--- config.mk ---
export PLATFORM = sky130hd
export DESIGN_NAME = windowed_frame_rate_monitor
export DESIGN_NICKNAME = d
export VERILOG_FILES = /design/src/rtl/wfrm_pkg.sv /design/src/rtl/wfrm_div.sv /design/src/rtl/windowed_frame_rate_monitor.sv
export SDC_FILE = /design/constraint.sdc
export NUM_CORES = 2
export LEC_CHECK = 0
export BUFFER_PORTS_ARGS = -buffer_cell sky130_fd_sc_hd__buf_2
export CORE_UTILIZATION = 65
export CTS_BUF_LIST = sky130_fd_sc_hd__clkbuf_2 sky130_fd_sc_hd__clkbuf_4 sky130_fd_sc_hd__clkbuf_8
export DETAILED_ROUTE_END_ITERATION = 10
export PLACE_DENSITY = 0.85
export SLEW_MARGIN = 5
export SYNTH_ARGS = -nofsm -noshare
export SYNTH_HDL_FRONTEND = slang
export SYNTH_SLANG_ARGS = --single-unit
--- constraint.sdc ---
create_clock -name clk -period 29.7 [get_ports clk]
set_input_delay 5.94 -clock clk [delete_from_list [all_inputs] [get_ports clk]]
set_output_delay 5.94 -clock clk [all_outputs]
set_load 0.02 [all_outputs]
--- src/rtl/wfrm_pkg.sv ---
// Shared types and constants for the windowed frame rate monitor.
// No dependencies; used by the top level and its checker.
package wfrm_pkg;

  localparam int TIME_BITS_DEF  = 48;
  localparam int COUNT_BITS_DEF = 24;

  localparam int TS_W    = 48;
  localparam int WLEN_W  = 26;
  localparam int RATE_W  = 32;
  localparam int MEAN_W  = 56;
  localparam int FRAC_W  = 8;
  localparam int SCALE_W = 28;

  localparam logic [WLEN_W-1:0] WLEN_RESET = 26'd1000000;
  // 1e6 us per second, times 2^8 for the Q24.8 rate
  localparam logic [SCALE_W-1:0] RATE_SCALE = 28'd256000000;
  localparam logic [MEAN_W-1:0]  MEAN_MAX   = {MEAN_W{1'b1}};
  localparam logic [TS_W-1:0]    TS_MAX     = {TS_W{1'b1}};

  typedef struct packed {
    logic [TS_W-1:0] frame_start_time;
    logic [TS_W-1:0] frame_end_time;
  } frame_t;

  typedef struct packed {
    logic              accepted;
    logic              window_cleared;
    logic              report_valid;
    logic [RATE_W-1:0] frame_rate_q8;
    logic [MEAN_W-1:0] mean_frame_time_q8;
    logic [TS_W-1:0]   longest_frame_time;
  } result_t;

endpackage

--- src/rtl/wfrm_div.sv ---
// Restoring radix-2 divider, one quotient bit per cycle.
// Standalone; shared by the rate and mean computations of the top level.
module wfrm_div #(
  parameter int DIVIDEND_W = 56,
  parameter int DIVISOR_W  = 48
) (
  input  logic                  clk,
  input  logic                  rst,
  input  logic                  start,
  input  logic [DIVIDEND_W-1:0] dividend,
  input  logic [DIVISOR_W-1:0]  divisor,
  output logic                  done,
  output logic [DIVIDEND_W-1:0] quotient
);

  localparam int CNT_W = $clog2(DIVIDEND_W + 1);

  logic [DIVIDEND_W-1:0] qd;
  logic [DIVISOR_W-1:0]  rem;
  logic [DIVISOR_W-1:0]  dvs;
  logic [CNT_W-1:0]      cnt;
  logic [DIVISOR_W:0]    partial;
  logic [DIVISOR_W:0]    diff;
  logic                  fits;

  // qd shifts dividend bits out at the top and quotient bits in at the bottom
  always_comb begin
    partial = {rem, qd[DIVIDEND_W-1]};
    fits    = partial >= {1'b0, dvs};
    diff    = partial - {1'b0, dvs};
  end

  always_ff @(posedge clk) begin
    if (rst) begin
      cnt  <= '0;
      done <= 1'b0;
    end else begin
      done <= 1'b0;
      if (start) begin
        qd  <= dividend;
        rem <= '0;
        dvs <= divisor;
        cnt <= CNT_W'(DIVIDEND_W);
      end else if (cnt != '0) begin
        qd  <= {qd[DIVIDEND_W-2:0], fits};
        rem <= fits ? diff[DIVISOR_W-1:0] : partial[DIVISOR_W-1:0];
        cnt <= cnt - CNT_W'(1);
        if (cnt == CNT_W'(1)) begin
          done <= 1'b1;
        end
      end
    end
  end

  assign quotient = qd;

endmodule

--- src/rtl/windowed_frame_rate_monitor.sv ---
// Windowed frame rate monitor, top level.
// Depends on wfrm_pkg and wfrm_div.
//
// Usage:
//   frame channel (frame_valid / frame_stall / frame) carries one frame's start
//   and end timestamps in us. A transfer happens when frame_valid is high and
//   frame_stall is low. The block takes one frame at a time and raises
//   frame_stall until that frame's result has been placed in the output register.
//   result channel (result_valid / result_stall / result) gives exactly one
//   result per frame, in order. The output register holds a result while
//   result_stall is high; the next frame is still taken meanwhile and waits in
//   the block only once its own result is ready.
//   wr_en / wr_data write the window length (us); the user writes only while idle, not enforced.
// States per frame:
//   A counted frame that closes no window passes the check, update and output
//   states; an ignored frame skips the update. A frame that closes a window
//   adds a multiply state and two passes of the shared one-bit-per-cycle divider
//   (rate, then mean), whose width is DIV_W = max(COUNT_BITS+28, TIME_BITS+8).
// Reset (rst, synchronous): window and held statistics clear, the window
//   length returns to 1000000 us, result_valid drops and frames are taken.
module windowed_frame_rate_monitor #(
  parameter int TIME_BITS  = wfrm_pkg::TIME_BITS_DEF,
  parameter int COUNT_BITS = wfrm_pkg::COUNT_BITS_DEF
) (
  input  logic                            clk,
  input  logic                            rst,
  input  logic                            wr_en,
  input  logic [wfrm_pkg::WLEN_W-1:0]     wr_data,
  input  logic                            frame_valid,
  output logic                            frame_stall,
  input  wfrm_pkg::frame_t                frame,
  output logic                            result_valid,
  input  logic                            result_stall,
  output wfrm_pkg::result_t               result
);

  localparam int NUM_W      = COUNT_BITS + wfrm_pkg::SCALE_W;
  localparam int MNUM_W     = TIME_BITS + wfrm_pkg::FRAC_W;
  localparam int DIV_W      = (NUM_W > MNUM_W) ? NUM_W : MNUM_W;
  localparam int MEAN_EXT_W = (DIV_W > wfrm_pkg::MEAN_W) ? DIV_W : wfrm_pkg::MEAN_W;
  localparam int LONG_EXT_W = (TIME_BITS > wfrm_pkg::TS_W) ? TIME_BITS : wfrm_pkg::TS_W;

  typedef enum logic [6:0] {
    S_IDLE = 7'b0000001,
    S_CHK  = 7'b0000010,
    S_UPD  = 7'b0000100,
    S_MUL  = 7'b0001000,
    S_RATE = 7'b0010000,
    S_MEAN = 7'b0100000,
    S_OUT  = 7'b1000000
  } state_t;

  state_t state;
  state_t state_next;

  logic [wfrm_pkg::WLEN_W-1:0] wlen;
  logic [TIME_BITS-1:0]        start_r;
  logic [TIME_BITS-1:0]        end_r;
  logic [TIME_BITS-1:0]        frame_r;
  logic [TIME_BITS-1:0]        interval_r;
  logic [TIME_BITS-1:0]        window_start;
  logic [TIME_BITS-1:0]        time_sum;
  logic [TIME_BITS-1:0]        longest;
  logic [COUNT_BITS-1:0]       count;
  logic                        acc_r;
  logic                        clr_r;
  logic                        rep_r;
  logic [wfrm_pkg::RATE_W-1:0] rate_held;
  logic [wfrm_pkg::MEAN_W-1:0] mean_held;
  logic [wfrm_pkg::TS_W-1:0]   longest_held;

  // frame check
  logic                 ok;
  logic                 backstep;
  logic [TIME_BITS-1:0] ws_eff;
  // window update
  logic [TIME_BITS-1:0]        sum_base;
  logic [TIME_BITS-1:0]        long_base;
  logic [COUNT_BITS-1:0]       count_base;
  logic [TIME_BITS:0]          sum_add;
  logic [TIME_BITS-1:0]        sum_new;
  logic [TIME_BITS-1:0]        long_new;
  logic [COUNT_BITS-1:0]       count_new;
  logic [wfrm_pkg::WLEN_W-1:0] len;
  logic                        win_done;
  // report
  logic [NUM_W-1:0]            product;
  logic                        div_start;
  logic [DIV_W-1:0]            div_dividend;
  logic [TIME_BITS-1:0]        div_divisor;
  logic                        div_done;
  logic [DIV_W-1:0]            quo;
  logic [wfrm_pkg::RATE_W-1:0] rate_sat;
  logic [MEAN_EXT_W-1:0]       mean_ext;
  logic [wfrm_pkg::MEAN_W-1:0] mean_sat;
  logic [LONG_EXT_W-1:0]       long_ext;
  logic [wfrm_pkg::TS_W-1:0]   long_sat;
  logic                        out_load;

  assign frame_stall = (state != S_IDLE);
  assign out_load    = (state == S_OUT) && (!result_valid || !result_stall);

  always_comb begin
    ok       = (start_r != '0) && (end_r >= start_r);
    backstep = (window_start != '0) && (start_r < window_start);
    ws_eff   = ((window_start == '0) || backstep) ? start_r : window_start;
  end

  // a discarded window restarts from zero
  always_comb begin
    sum_base   = clr_r ? '0 : time_sum;
    long_base  = clr_r ? '0 : longest;
    count_base = clr_r ? '0 : count;
    sum_add    = {1'b0, sum_base} + {1'b0, frame_r};
    sum_new    = sum_add[TIME_BITS] ? '1 : sum_add[TIME_BITS-1:0];
    long_new   = (frame_r > long_base) ? frame_r : long_base;
    count_new  = (&count_base) ? count_base : count_base + COUNT_BITS'(1);
    len        = (wlen == '0) ? wfrm_pkg::WLEN_W'(1) : wlen;
    win_done   = interval_r >= TIME_BITS'(len);
  end

  // shared divider: rate first (count*256e6 / interval), then mean (sum*256 / count)
  always_comb begin
    product      = NUM_W'(count) * NUM_W'(wfrm_pkg::RATE_SCALE);
    div_start    = (state == S_MUL) || ((state == S_RATE) && div_done);
    div_dividend = (state == S_MUL) ? DIV_W'(product)
                                    : DIV_W'({time_sum, {wfrm_pkg::FRAC_W{1'b0}}});
    div_divisor  = (state == S_MUL) ? interval_r : TIME_BITS'(count);
  end

  wfrm_div #(
    .DIVIDEND_W(DIV_W),
    .DIVISOR_W (TIME_BITS)
  ) u_div (
    .clk     (clk),
    .rst     (rst),
    .start   (div_start),
    .dividend(div_dividend),
    .divisor (div_divisor),
    .done    (div_done),
    .quotient(quo)
  );

  always_comb begin
    rate_sat = (quo[DIV_W-1:wfrm_pkg::RATE_W] != '0) ? '1 : quo[wfrm_pkg::RATE_W-1:0];
    mean_ext = MEAN_EXT_W'(quo);
    mean_sat = (mean_ext > MEAN_EXT_W'(wfrm_pkg::MEAN_MAX)) ? wfrm_pkg::MEAN_MAX
                                                             : mean_ext[wfrm_pkg::MEAN_W-1:0];
    long_ext = LONG_EXT_W'(longest);
    long_sat = (long_ext > LONG_EXT_W'(wfrm_pkg::TS_MAX)) ? wfrm_pkg::TS_MAX
                                                           : long_ext[wfrm_pkg::TS_W-1:0];
  end

  always_comb begin
    state_next = state;
    unique case (state)
      S_IDLE: begin
        if (frame_valid) begin
          state_next = S_CHK;
        end
      end
      S_CHK: begin
        state_next = ok ? S_UPD : S_OUT;
      end
      S_UPD: begin
        state_next = win_done ? S_MUL : S_OUT;
      end
      S_MUL: begin
        state_next = S_RATE;
      end
      S_RATE: begin
        if (div_done) begin
          state_next = S_MEAN;
        end
      end
      S_MEAN: begin
        if (div_done) begin
          state_next = S_OUT;
        end
      end
      S_OUT: begin
        if (out_load) begin
          state_next = S_IDLE;
        end
      end
      default: begin
        state_next = S_IDLE;
      end
    endcase
  end

  always_ff @(posedge clk) begin
    if (rst) begin
      state        <= S_IDLE;
      wlen         <= wfrm_pkg::WLEN_RESET;
      window_start <= '0;
      time_sum     <= '0;
      longest      <= '0;
      count        <= '0;
      rate_held    <= '0;
      mean_held    <= '0;
      longest_held <= '0;
      result_valid <= 1'b0;
    end else begin
      state <= state_next;
      if (wr_en) begin
        wlen <= wr_data;
      end
      if ((state == S_IDLE) && frame_valid) begin
        start_r <= TIME_BITS'(frame.frame_start_time);
        end_r   <= TIME_BITS'(frame.frame_end_time);
      end
      if (state == S_CHK) begin
        acc_r      <= ok;
        clr_r      <= ok && backstep;
        rep_r      <= 1'b0;
        frame_r    <= end_r - start_r;
        interval_r <= end_r - ws_eff;
        if (ok) begin
          window_start <= ws_eff;
        end
      end
      if (state == S_UPD) begin
        time_sum <= sum_new;
        longest  <= long_new;
        count    <= count_new;
        rep_r    <= win_done;
      end
      if ((state == S_RATE) && div_done) begin
        rate_held <= rate_sat;
      end
      if ((state == S_MEAN) && div_done) begin
        mean_held    <= mean_sat;
        longest_held <= long_sat;
        time_sum     <= '0;
        longest      <= '0;
        count        <= '0;
        window_start <= end_r;
      end
      if (out_load) begin
        result_valid               <= 1'b1;
        result.accepted            <= acc_r;
        result.window_cleared      <= clr_r;
        result.report_valid        <= rep_r;
        result.frame_rate_q8       <= rate_held;
        result.mean_frame_time_q8  <= mean_held;
        result.longest_frame_time  <= longest_held;
      end else if (result_valid && !result_stall) begin
        result_valid <= 1'b0;
      end
    end
  end

endmodule

==> out/results.txt <==
status -> complete, no violations
Total GRT Usage -> 34.8%
vias in the first global route -> 37235
hold crit path type -> reg -> reg
Clock Skews -> 0.0382 ns
Max stage delay on crit path -> 0.44 ns
first-pass GRT wire length -> 204000 µm
setup TNS -> 0 ns
root buf cell -> clkbuf_8
crit path buf inv count -> 1
GP Congestion -> 1.04
post-synthesis cell count -> 4932
total nets after synthesis -> 5602
CP cell instances -> or3_1 -> nor3_1 -> nand3b_1 -> buf_2
most frequent cells in the layout -> nand2_1 (517), edfxtp_1 (486), a21oi_1 (470)
area leader, netlist -> edfxtp_1
routed length per placed instance -> 21.3 µm
Critical Path End Type -> output port
Post-Syn Area -> 48600 µm²
Post-synth EDFFs -> 486
Distinct cells, synth -> 77
sequential area share after synthesis -> 44.2%
area share of the largest cell type after synthesis -> 30.0%
largest net degree at the start of global routing -> 93
PortBufs -> 267
Critical Path Source Type -> flop
DR vias -> 39394
Mean Syn Cell Area -> 9.86 µm²
Final Worst Setup Slack -> 21.16 ns
final hold vios -> 0
Hold EP -> result[136]$_DFFE_PP_
slew margin rel. -> 24.6%
Placement Setup Slack -> 20.93 ns
reg-to-reg slack, setup -> 22.60 ns
Remaining DRCs -> 0
worst vdd ir -> 0.0437 mV
Starting Density -> 66.2%
number of antenna violations at the first check in global routing -> 4
fmax -> 117 MHz
Skew-Pair Late Insertion Delay -> 0.82 ns
overall power -> 3.36 mW
Area growth syn-to-layout -> 10.6%
PwrDens -> 62.5 nW/µm²
Max FO, Critical Path -> 6
Max Cap Violations -> 0
r2r endpoint -> interval_r[44]$_DFFE_PP_
Core ar. -> 73500 µm²
Total Nets Final -> 5837
endpoints failing setup -> 0
Leakage -> 22.9 nW
Pins Over Slew Limit -> 0
proportion of layout cells with a drive suffix above 1 -> 11.5%
H-Tree Level Count -> 4
unrepaired setup endpoints after global routing -> false
die area -> 75900 µm²
r2r startpoint -> start_r[15]$_DFFE_PP_
final WL -> 133000 µm
hold_buf cts -> 0
cell family with most CP delay -> simple AND/OR/NAND/NOR gates
GR Overflow Total -> 0
I/O pin cnt -> 268
synthesized flop and latch total -> 831
Die Ht -> 275 µm
Worst EP arrival -> 2.60 ns
CP required -> 23.76 ns
CTS Buffer Depth -> 3
asr flop ratio synth -> 0%
commonest non-fill, non-tap cell in the layout -> nand2_1
Worst R2R Path Depth -> 24
vias per cell -> 6.31
TritonRoute pass-1 iters -> 6
site row count -> 99
number of buffers created by CTS -> 137
fin crit period -> 8.54 ns
main area contributors after synthesis -> edfxtp_1 (30%), dfxtp_1 (14%), ha_1 (11%)
Detail Placement HPWL -> 98800 µm
initial DRC count -> 4418
hold path depth -> 0
clock sink total -> 831
final period utilization -> 28.7%
HP Start -> rep_r$_SDFFCE_PP0P_
post-cts resize count -> 0
Worst-Margin Slew -> 1.13 ns
post-route ant nets -> 0
critical path type -> reg -> out
Core Util, Final -> 73.2%
Die Span X -> 275 µm
Setup Buffers After CTS -> 0
Main synth FF type -> edfxtp_1
Yosys warnings -> 0
CTS tree -> done
clock input transition at the sequential cells of the worst setup and hold paths -> 0.06 ns
critical path's slowest cell -> nand3b_1
[synthesized netlist by cell type, types with 81 or more instances]
| cell type | instances |
|---|---|
| nand2_1 | 518 |
| xor2_1 | 83 |
| nand2b_1 | 84 |
| inv_1 | 363 |
| dfxtp_1 | 345 |
| edfxtp_1 | 486 |
| a21o_1 | 169 |
| o21ai_0 | 213 |
| xnor2_1 | 136 |
| nor2_1 | 390 |
| ha_1 | 444 |
| a21oi_1 | 472 |
| nor2b_1 | 81 |
| clkbuf_1 | 169 |
| fa_1 | 99 |
[power by group]
part / switching [mW] / total, mW / internal (mW) / leakage, nW
Clock: 0.487 / 1.10 / 0.610 / 1.60
Sequential: 0.0793 / 1.44 / 1.36 / 7.28
Combinational: 0.497 / 0.823 / 0.326 / 14.1
[registers in the layout, summed over array words and instances, names as in the netlist, 6 cells and up]
name            cells
result            139
mean_held          56
u_div.quotient     56
end_r              48
frame_r            48
interval_r         48
long_ext           48
longest_held       48
start_r            48
time_sum           48
u_div.dvs          48
u_div.rem          48
window_start       48
rate_held          32
wlen               26
count              24
state               7
u_div.cnt           6
[worst max path at each step]
| stage | startpoint | to | cells past startpoint |
|---|---|---|---|
| 2_1_floorplan | rst | result[0]$_DFFE_PP_ | 3 |
| 3_3_place_gp | result_stall | result[2]$_DFFE_PP_ | 5 |
| 3_5_place_dp | result_stall | result[3]$_DFFE_PP_ | 5 |
| 4_1_cts | state[3]$_SDFFE_PP0P_ | frame_stall | 4 |
| 5_1_grt | state[3]$_SDFFE_PP0P_ | frame_stall | 4 |
| 6_report | state[3]$_SDFFE_PP0P_ | frame_stall | 4 |
[per-layer routing]
metal	global-route usage (%)	vias up	part of all wire, %
met5	0	-	0.011
li1	-	18203	-
met1	46.3	18793	41
met4	18.6	2	5.4
met3	6.77	445	9.0
met2	53.8	1951	45
[metrics by stage]
| stage | hold slack (ns) | area [µm²] | instances |
|---|---|---|---|
| 2_1_floorplan | 0.400 | 48600 | 4932 |
| 3_3_place_gp | 0.404 | 50700 | 5987 |
| 3_5_place_dp | 0.406 | 50700 | 5987 |
| 4_1_cts | 0.415 | 53700 | 6242 |
| 5_1_grt | 0.425 | 53700 | 6243 |
| 6_report | 0.419 | 53800 | 6247 |
[worst reg2reg max path, delay by kind of cell (launching register included)]
family | cells | cell delay [ns]
AOI/OAI and AO/OA | 13 | 3.49
buffers and inverters | 1 | 0.70
and+or+nand+nor | 7 | 1.26
xor gates and xnor gates | 1 | 0.18
DFF | 1 | 0.48
adders and majority gates | 2 | 0.74
[kinds of logic (layout without fill, tap and decap cells)]
family	Yosys count	count (layout)	share of synthesized area [%]
AND/OR/NAND/NOR	1425	1425	13.6
AO/OA/AOI/OAI	1280	1280	16.9
flip-flops	831	831	44.2
buffers and inverters	569	920	4.50
adder cells (fa/ha/maj)	543	543	15.5
XOR/XNOR	219	219	3.95
multiplexers	65	65	1.34
other	0	5	0
[cell type report]
cell class | count | area (µm²)
Antenna cell | 5 | 12.5
Multi-Input combinational cell | 3532 | 25000
Inverter | 363 | 1360
Clock inverter | 57 | 607
Sequential cell | 831 | 21500
Clock buffer | 198 | 2430
Timing Repair Buffer | 302 | 1610
Fill cell | 5259 | 19700
Tap cell | 959 | 1200
(Power assumes the default switching activity.)
